### src/ubds_pkg.sv
package ubds_pkg;

    localparam int CLK_W            = 30;
    localparam int BAUD_W           = 27;
    localparam int REQ_W            = 32;
    localparam int RATE_W           = 27;
    localparam int OSR_W            = 5;
    localparam int OSR_FIRST        = 8;
    localparam int OSR_LAST         = 30;
    localparam int OSR_STEP         = 2;
    localparam int N_OSR            = (OSR_LAST - OSR_FIRST) / OSR_STEP + 1;
    localparam int DIVISOR_BITS_DEF = 16;

    localparam logic [CLK_W-1:0]  SRC_CLOCK_RESET = CLK_W'(90000000);
    localparam logic [BAUD_W-1:0] MAX_BAUD_RESET  = BAUD_W'(9000000);

    localparam int CFG_IDX_W = 1;
    localparam logic [CFG_IDX_W-1:0] REG_SRC_CLOCK = 1'b0;
    localparam logic [CFG_IDX_W-1:0] REG_MAX_BAUD  = 1'b1;

    // request context that rides along the pipeline
    typedef struct packed {
        logic [REQ_W-1:0]  req;
        logic [BAUD_W-1:0] baud;
        logic              skip;
    } t_shared;

    // running best candidate
    typedef struct packed {
        logic              found;
        logic [RATE_W-1:0] best;
        logic [RATE_W-1:0] err;
    } t_pick;

endpackage

### src/ubds_pick_cell.sv
module ubds_pick_cell #(
    parameter int IDX = 0
) (
    input  logic                                           i_clk,
    input  logic                                           i_en,
    input  ubds_pkg::t_shared                              i_sh,
    input  logic [ubds_pkg::N_OSR-1:0][ubds_pkg::RATE_W-1:0] i_rates,
    input  logic [ubds_pkg::N_OSR-1:0]                     i_ok,
    input  ubds_pkg::t_pick                                i_pick,
    output ubds_pkg::t_shared                              o_sh,
    output logic [ubds_pkg::N_OSR-1:0][ubds_pkg::RATE_W-1:0] o_rates,
    output logic [ubds_pkg::N_OSR-1:0]                     o_ok,
    output ubds_pkg::t_pick                                o_pick
);
    import ubds_pkg::*;

    logic [RATE_W-1:0]               rate;
    logic [RATE_W-1:0]               err;
    logic                            take;
    t_pick                           n_pick;
    t_shared                         r_sh;
    logic [N_OSR-1:0][RATE_W-1:0]    r_rates;
    logic [N_OSR-1:0]                r_ok;
    t_pick                           r_pick;

    // strict less-than keeps the smaller factor on a tie
    always_comb begin
        rate = i_rates[IDX];
        err  = (rate > i_sh.baud) ? rate - i_sh.baud : i_sh.baud - rate;
        take = i_ok[IDX] && (!i_pick.found || err < i_pick.err);
        n_pick = i_pick;
        if (take) begin
            n_pick.found = 1'b1;
            n_pick.best  = rate;
            n_pick.err   = err;
        end
    end

    always_ff @(posedge i_clk) begin
        if (i_en) begin
            r_sh    <= i_sh;
            r_rates <= i_rates;
            r_ok    <= i_ok;
            r_pick  <= n_pick;
        end
    end

    assign o_sh    = r_sh;
    assign o_rates = r_rates;
    assign o_ok    = r_ok;
    assign o_pick  = r_pick;
endmodule
### config.mk
export PLATFORM = sky130hd
export DESIGN_NAME = ubds_pick_cell
export DESIGN_NICKNAME = d
export VERILOG_FILES = /design/src/ubds_pkg.sv /design/src/ubds_pick_cell.sv
export SDC_FILE = /design/constraint.sdc
export NUM_CORES = 1
export LEC_CHECK = 0
export CAP_MARGIN = 30
export CORE_AREA = 4 4 347 349
export DETAILED_ROUTE_END_ITERATION = 8
export DIE_AREA = 0 0 351 353
export DONT_BUFFER_PORTS = 1
export GPL_ROUTABILITY_DRIVEN = 0
export PLACE_DENSITY_LB_ADDON = 0.3
export SETUP_SLACK_MARGIN = 0.5
export SLEW_MARGIN = 20
export SYNTH_ARGS = -nofsm -noshare
export SYNTH_HDL_FRONTEND = slang
export SYNTH_SLANG_ARGS = --single-unit
### constraint.sdc
create_clock -name i_clk -period 6.59 [get_ports i_clk]
set_input_delay 0.3295 -clock i_clk [delete_from_list [all_inputs] [get_ports i_clk]]
set_output_delay 0.3295 -clock i_clk [all_outputs]
set_load 0.01 [all_outputs]
==> results.toml <==
[grt]
grt_pass1_vias = 12852
grt_pass1_wl_mm = 130
grt_usage_pct = 15.9
antenna_found_initial = 58
grt-ovfl-total = 0
grt_max_degree = 452

[yosys]
ys_seq_area_share_pct = 74.6
synth_area_per_cell_sq_um = 15.9
netlist_instances = 1140
synth_top_cell_by_area = "edfxtp_1"
syn-num-nets = 1674
synth_seq_cells = 451
synth_xor_xnor_area_share_pct = 1.16
synth_area_sq_mm = 0.0181
synthFlopType = "edfxtp_1"
muxShareOfSynthArea_pct = 2.32
synthTopCellsByArea = "edfxtp_1, ha_1, inv_1"
synth_top_area_share_pct = 74.6
synth-edff-count = 451
synth_top_family_by_area = "compound AO/OA/AOI/OAI gates"
synth_compound_area_share_pct = 7.95
async_flop_share_pct = 0
yosys.area_share.simple_pct = 5.21
synthAdderAreaFrac_pct = 5.67
yosysUniqueCellTypes = 66
yosysWarnings = 0

[setup_path]
critical_path_depth = 20
worstSetupStartpointType = "primary input"
slowest_stage = "dlygate4sd3_1"
cp.required_ns = 6.96
critPathBufInv = 4
slowest_delay_ns = 0.57
crit_path_end_kind = "flop"
crit_family = "compound AO/OA/AOI/OAI gates"
critPathMaxFanout = 18
worstPathArrival_ns = 6.00
crit_type = "primary input to flop"
crit_chain = "dlygate4sd3_1 -> inv_1 -> fa_1 -> a21oi_1 -> o221ai_1 -> a2111oi_2 -> nor3_1 -> or3_1 -> a221oi_1 -> a21oi_1 -> xor2_1 -> ha_1 -> nand4_1 -> nor3_1 -> a221oi_1 -> o21ai_0 -> a221o_2 -> inv_1 -> buf_4 -> mux2_2"

[pwr]
p_leak_nw = 9.53
power_mw = 7.95
pwr_density_cell_mw_per_mm2 = 300
ir_drop_mv = 0.195

[clock_tree]
cts_tree = "yes"
htreeDepth = 2
clk_path_buf_depth = 3
cts_inserted_buffers = 56
root_buffer = "clkbuf_16"
numClockSinks = 451
clk_pin_slew_ns = 0.06

[final_layout]
fin_nets = 2158
syn_to_final_growth_pct = 45.9
fillers = 12256
drive_gt1_share_pct = 8.88
finish.utilization_pct = 22.5
instances_no_fill = 3235

[sta]
max_slew_margin_pct = 44.5
fin_crit_ns = 5.63
tightest_slew_ns = 0.833
hold_viol_final = 0
fin_setup_tns_ns = 0
fin_ws_ns = 0.961
fmax_mhz = 178
finalSetupViolCount = 0
final_max_slew_viol_count = 0
rsz0062_at_grt = "no"
period_share_pct = 85.4

[route]
routed_wl_mm = 105
vias = 12634
avgRoutedWirePerCell_um = 32.5
drt_iter0_markers = 1045
route.detailed.drc = 0
dr.pass1.iters = 5
final_antenna_net_count = 0
viasPerCell = 3.91

[floorplanning]
coreArea_sq_mm = 0.117
die_h_um = 353
die_w_um = 351
io_pins = 904
initial_core_util_pct = 15.5
die_area_sq_mm = 0.124
rows = 126

[placement]
numPortBuffers = 0
post-place-ws_ns = 0.539
post-place-cells = 2650
dp_hpwl_mm = 80.0

[status]
outcome = "complete, no violations"

[job]
drv_cap = 0

[hold_path]
min_path_cells = 2
hold_path_class = "primary input to flop"
[cells in the mapped netlist, types with 5 or more instances]
cell type / n
a211oi_1: 10
a21o_1: 12
a21oi_1: 57
buf_2: 11
clkbuf_1: 15
edfxtp_1: 451
ha_1: 79
inv_1: 101
mux2_2: 21
mux2i_1: 17
nand2_1: 69
nand2b_1: 7
nand3_1: 10
nand4_1: 20
nor2_1: 41
nor2b_1: 5
nor3_1: 13
o211ai_1: 9
o21a_1: 6
o21ai_0: 58
o21bai_1: 9
o221ai_1: 7
o31ai_1: 9
or2_2: 5
or3_1: 5
xnor2_1: 17
xor2_1: 7
[metrics by stage]
step | hold WS, ns | area [sq um]
floorplan | 0.428 | 18100
global placement | 0.428 | 20000
detailed placement | 0.428 | 20000
CTS | -0.243 | 26300
global route | 0.0438 | 26500
finish | 0.0599 | 26500
[registers in the layout (all words and copies together) (netlist names)]
signal and cells:
o_rates 324, o_sh 60, o_pick 55, o_ok 12
[area by class of cell]
type | count | area [sq um] | share of cell area (%)
flip-flops and latches | 451 | 13500 | 51.2
well taps | 1536 | 1920 | 7.26
diodes | 32 | 80.1 | 0.302
clock inverters | 40 | 407 | 1.54
repair buffers | 461 | 4670 | 17.7
clock buffers | 61 | 1420 | 5.36
multi-input cells | 553 | 4050 | 15.3
inverters | 101 | 379 | 1.43
[placed cells by master (no fill, tap or decap), types with 17 or more instances in the layout]
master and instances:
clkbuf_16 56, o21ai_0 58, nand4_1 20, ha_1 79, dlygate4sd3_1 448, edfxtp_1 451
diode_2 32, a21oi_1 57, mux2_2 21, xnor2_1 17, inv_1 101, nand2_1 69
mux2i_1 17, nor2_1 41
[logic make-up (layout without fill, tap and decap cells)]
kind of cell,after synthesis,in the layout
flip-flops,451,451
AO/OA/AOI/OAI,217,217
AND/OR/NAND/NOR,192,192
buffers and inverters,136,663
adder cells (fa/ha/maj),81,81
multiplexers,39,39
XOR/XNOR,24,24
other,0,32
[report_power, final]
part           leakage, nW  total (mW)  internal [mW]  switching (mW)
Sequential            4.41        3.86           3.47           0.390
Clock                0.908        3.12           1.77            1.35
Combinational         4.21       0.964          0.424           0.541
[routing by layer]
metal  global-route usage [%]  wire, um
met5                        0       115
met4                     4.64      3480
met3                     6.94     11400
met2                     28.2     52400
met1                     17.0     37700
[worst paths after layout]
| check | startpoint | to | slack, ns |
|---|---|---|---|
| max | i_rates[1] | o_pick[16] | 0.96 |
| min | i_rates[20] | o_pick[47] | 0.06 |
[timing repair]
action                                 CTS  global route
endpoints found under the hold margin  899           159
setup buffers                            0             0
hold buffers                           448             4
resized for setup                        0             0
Note: power is estimated with default switching activity, not from simulation.
