## src/ubds_div_cell.sv

```systemverilog
module ubds_div_cell #(
    parameter int NUM_W  = 30,
    parameter int DEN_W  = 27,
    parameter int QUO_W  = 30,
    parameter int SHIFT  = 0,
    parameter int SIDE_W = 1
) (
    input  logic              i_clk,
    input  logic              i_en,
    input  logic [NUM_W-1:0]  i_rem,
    input  logic [DEN_W-1:0]  i_den,
    input  logic [QUO_W-1:0]  i_quo,
    input  logic [SIDE_W-1:0] i_side,
    output logic [NUM_W-1:0]  o_rem,
    output logic [DEN_W-1:0]  o_den,
    output logic [QUO_W-1:0]  o_quo,
    output logic [SIDE_W-1:0] o_side
);
    localparam int W = (NUM_W > DEN_W + QUO_W) ? NUM_W : DEN_W + QUO_W;

    logic [W-1:0]     trial;
    logic             ge;
    logic [NUM_W-1:0] n_rem;
    logic [QUO_W-1:0] n_quo;
    logic [NUM_W-1:0] r_rem;
    logic [DEN_W-1:0] r_den;
    logic [QUO_W-1:0] r_quo;
    logic [SIDE_W-1:0] r_side;

    // subtract the shifted divisor when it fits: one quotient bit
    always_comb begin
        trial = W'(i_den) << SHIFT;
        ge    = W'(i_rem) >= trial;
        n_rem = ge ? i_rem - trial[NUM_W-1:0] : i_rem;
        n_quo = i_quo;
        n_quo[SHIFT] = ge;
    end

    always_ff @(posedge i_clk) begin
        if (i_en) begin
            r_rem  <= n_rem;
            r_den  <= i_den;
            r_quo  <= n_quo;
            r_side <= i_side;
        end
    end

    assign o_rem  = r_rem;
    assign o_den  = r_den;
    assign o_quo  = r_quo;
    assign o_side = r_side;
endmodule

```

## src/ubds_div.sv

```systemverilog
module ubds_div #(
    parameter int NUM_W  = 30,
    parameter int DEN_W  = 27,
    parameter int QUO_W  = 30,
    parameter int SIDE_W = 1
) (
    input  logic              i_clk,
    input  logic              i_en,
    input  logic [NUM_W-1:0]  i_num,
    input  logic [DEN_W-1:0]  i_den,
    input  logic [SIDE_W-1:0] i_side,
    output logic [QUO_W-1:0]  o_quo,
    output logic [SIDE_W-1:0] o_side
);
    // quotient valid when i_num < i_den * 2**QUO_W
    logic [QUO_W:0][NUM_W-1:0]  rem;
    logic [QUO_W:0][DEN_W-1:0]  den;
    logic [QUO_W:0][QUO_W-1:0]  quo;
    logic [QUO_W:0][SIDE_W-1:0] side;

    assign rem[0]  = i_num;
    assign den[0]  = i_den;
    assign quo[0]  = '0;
    assign side[0] = i_side;

    for (genvar s = 0; s < QUO_W; s++) begin : g_cell
        ubds_div_cell #(
            .NUM_W (NUM_W),
            .DEN_W (DEN_W),
            .QUO_W (QUO_W),
            .SHIFT (QUO_W - 1 - s),
            .SIDE_W(SIDE_W)
        ) u_cell (
            .i_clk (i_clk),
            .i_en  (i_en),
            .i_rem (rem[s]),
            .i_den (den[s]),
            .i_quo (quo[s]),
            .i_side(side[s]),
            .o_rem (rem[s+1]),
            .o_den (den[s+1]),
            .o_quo (quo[s+1]),
            .o_side(side[s+1])
        );
    end

    assign o_quo  = quo[QUO_W];
    assign o_side = side[QUO_W];
endmodule

```

## config.mk

```make
export PLATFORM = sky130hd
export DESIGN_NAME = ubds_div
export DESIGN_NICKNAME = d
export VERILOG_FILES = /design/src/ubds_div_cell.sv /design/src/ubds_div.sv
export SDC_FILE = /design/constraint.sdc
export NUM_CORES = 2
export LEC_CHECK = 0
export ABC_AREA = 0
export BUFFER_PORTS_ARGS = -buffer_cell sky130_fd_sc_hd__clkbuf_2
export CAP_MARGIN = 20
export CELL_PAD_IN_SITES_DETAIL_PLACEMENT = 0
export CELL_PAD_IN_SITES_GLOBAL_PLACEMENT = 2
export CORE_ASPECT_RATIO = 0.8
export CORE_UTILIZATION = 45
export DETAILED_ROUTE_END_ITERATION = 12
export GPL_TIMING_DRIVEN = 0
export PLACE_DENSITY_LB_ADDON = 0.1
export SLEW_MARGIN = 20
export SYNTH_ARGS = -nofsm -noshare
export SYNTH_HDL_FRONTEND = slang
export SYNTH_SLANG_ARGS = --single-unit
```

## constraint.sdc

```tcl
create_clock -name i_clk -period 6 [get_ports i_clk]
set_input_delay 0.3 -clock i_clk [delete_from_list [all_inputs] [get_ports i_clk]]
set_output_delay 0.3 -clock i_clk [all_outputs]
set_load 0.05 [all_outputs]
```

==> summary.md <==
| Metric | Value |
|---|---|
| Synthesized area | 92500 um^2 |
| Worst path slowest cell | clkbuf_1 |
| Filler cell count | 17200 |
| Setup crit start kind | flip-flop |
| Die width | 509 um |
| H-tree levels | 4 |
| Fin Clk Skew | 0.0664 ns |
| Layout Nets | 7307 |
| Clk pwr share | 36.2% |
| YS warnings | 0 |
| First-pass GRT wire length | 303 mm |
| RSZ-0062 raised after global routing | false |
| CTS-repair resized insts | 0 |
| Final Wtd Congestion | 0.858 |
| CTS tree | done |
| Maximum clock path buffer count | 3 |
| Relative slew slack | 23.2% |
| CP bufs+invs | 1 |
| Top_reg_cell synth | edfxtp_1 |
| Hold Vio Cnt, Final | 0 |
| Final worst path period need | 4.96 ns |
| Initial antenna violation count | 11 |
| Syn avg cell area | 14.5 um^2 |
| MaxCap Viol Count | 0 |
| Vias in the first global route | 49600 |
| Post-synth cell types | 82 |
| Switching part of the total | 25.2% |
| Vias per cell | 5.34 |
| Crit path DAT | 5.50 ns |
| Pwr Density | 341 nW/um^2 |
| Seq cells post-synth | 2148 |
| Switching pwr | 8.97 mW |
| Asr flop ratio synth | 0% |
| Num CTS Buffers | 210 |
| Port-buffer cells | 90 |
| Share of post-route cells with drive strength above 1 | 8.88% |
| Core ar. | 204000 um^2 |
| Worst path max stage delay | 0.69 ns |
| Syn Nets | 6919 |
| Worst-margin pin slew | 1.14 ns |
| Slew Limit Fails | 0 |
| Drt total wl | 198 mm |
| Largest family of logic cells by synthesized area | compound AO/OA/AOI/OAI gates |
| Pin count of the biggest net entering global routing | 103 |
| Fmax | 202 MHz |
| Dpl hpwl | 146 mm |
| Synth Area in Simple Gates | 7.15% |
| Worst EP required | 6.54 ns |
| Setup Viol. Count Final | 0 |
| Worst min-delay path class | primary input to flip-flop |
| Storage cell area | 64500 um^2 |
| Pre-antenna DRT Iters | 6 |
| Xor/xnor share of the synthesized area | 3.10% |
| Setup Buffers After CTS | 0 |
| I/O pin count | 91 |
| Compound-Gate Fraction of Synth Area | 8.46% |
| Cell Chain, Critical Path | ha_1 > nor2b_1 > o31a_1 > o2111ai_2 > a311oi_1 > a311o_1 > a31o_1 > a221oi_2 > nor2_2 > clkbuf_1 > nor2_1 > a21oi_1 |
| Commonest non-fill, non-tap cell in the layout | edfxtp_1 |
| Average wire per standard cell | 20.6 um |
| Internal | 26.6 mW |
| Syn-to-layout area delta | 12.9% |
| Power Total | 35.6 mW |
| Setup TNS Final | 0 ns |
| Outcome | complete, no violations |
| Core Rows | 148 |
| Remaining global-route overflow | 0 |
| Post-synthesis cell count | 6373 |
| Post-DRT Antenna Nets | 0 |
| Post-synthesis adder-cell area fraction | 6.79% |
| Post-synth EDFFs | 2148 |
| Initial Util | 45.4% |
| Post-synthesis mux area share | 2.07% |
| Setup CP Type | flip-flop to flip-flop |
| Clk slew on worst S/H paths | 0.06 ns |
| Leakage | 39.6 nW |
| CP max FO | 10 |
| Portion of total power attributed to sequential cells | 51.6% |
| Die height | 408 um |
| Final Cycle Share | 82.6% |
| Clk_lat worst skew | 0.86 ns |
| Post-synthesis sequential area ratio | 69.7% |
| Initial DRC count | 4338 |
| Tot GR Track Use | 19.2% |
| Final Core Density | 51.2% |
| Multi-input logic area | 25500 um^2 |
| CP delay by family, top | compound AO/OA/AOI/OAI gates |
| Max IR drop VDD | 0.318 mV |
| Most frequent cells in the layout | edfxtp_1 (2148), inv_1 (581), ha_1 (459) |
| # clock sinks | 2148 |
| DRC viols | 0 |
| Hold slack | 0.151 ns |
| DP Area | 97100 um^2 |
| CTS Root Cell | clkbuf_16 |
| Combinational Power Share | 12.2% |
| Vias | 51500 |
| Critical path capture point type | flip-flop |
| Die area | 207000 um^2 |
| Design Area, Final | 104000 um^2 |
[flip-flops by register name (all words and copies together) (netlist names)]
| name | cells |
|---|---|
| g_cell.u_cell.o_rem | 870 |
| g_cell.u_cell.o_quo | 465 |
| g_cell.u_cell.o_side | 30 |
| g_cell.u_cell.o_den | 783 |
[repair_timing]
| action | 4_1_cts | 5_1_grt |
|---|---|---|
| hold buffers | 59 | 0 |
| endpoints found under the setup margin | 0 | 0 |
| endpoints found under the hold margin | 110 | 0 |
[per-layer routing]
metal	vias up	GRT usage, %	wire [um]
li1	24900	-	-
met1	25200	31.1	103000
met2	1083	26.2	81200
met3	231	3.65	11200
met4	2	3.99	3100
met5	-	0	7
[cell families after synthesis]
family                   count (synthesis)
flip-flops                            2148
AND/OR/NAND/NOR                       1319
AO/OA/AOI/OAI                         1256
buffers and inverters                  665
adder cells (fa/ha/maj)                486
XOR/XNOR                               327
multiplexers                           172
[metrics by stage]
step           setup WS (ns)  std cells
6_report                1.04       9642
5_1_grt                0.885       9638
4_1_cts                0.959       9635
3_5_place_dp            1.01       9188
3_3_place_gp          -32.72       9163
2_1_floorplan           2.49       6373
[path summary, 6_finish.rpt]
check                                          endpoint  depth (start not counted)  slack (ns)                                   from
setup reg to reg  g_cell[25].u_cell.o_rem[22]$_DFFE_PP_                         12        1.04   g_cell[24].u_cell.o_rem[5]$_DFFE_PP_
hold / removal        g_cell[0].u_cell.o_side$_DFFE_PP_                          2        0.15                                 i_side
setup / recovery  g_cell[25].u_cell.o_rem[22]$_DFFE_PP_                         12        1.04   g_cell[24].u_cell.o_rem[5]$_DFFE_PP_
hold reg to reg   g_cell[23].u_cell.o_quo[21]$_DFFE_PP_                          0        0.41  g_cell[22].u_cell.o_quo[21]$_DFFE_PP_
[power by group through the flow]
stage | clock network, mW | registers [mW] | logic [mW]
floorplan | 0 | 18.4 | 2.91
global placement | 0 | 20.0 | 4.18
detailed placement | 0 | 18.7 | 4.25
CTS | 13.3 | 18.4 | 4.31
global route | 13.9 | 18.5 | 4.84
finish | 12.9 | 18.4 | 4.34
[synthesized netlist by cell type, types with 67 or more instances]
library cell	n	area, um^2
nor2b_1	70	438
nand2_1	373	1400
nand4_1	77	482
mux2_2	151	1700
o21ai_0	345	1730
nor3_1	67	335
nor2_1	287	1080
inv_1	581	2180
ha_1	459	5740
nand3_1	74	370
a21oi_1	360	1800
nor4_1	169	1060
edfxtp_1	2148	64500
xor2_1	134	1170
a21o_1	190	1430
xnor2_1	193	1690
[layout make-up]
cell class,instances,share of cell area [%]
Tap cell,2700,3.23
Clock buffer,254,5.19
Timing Repair Buffer,176,1.67
Buffer,83,0.329
Inverter,582,2.09
Sequential cell,2148,61.7
Clock inverter,134,1.32
Multi-Input combinational cell,3560,24.4
Antenna cell,5,0.0120
Note: power is estimated with default switching activity, not from simulation.
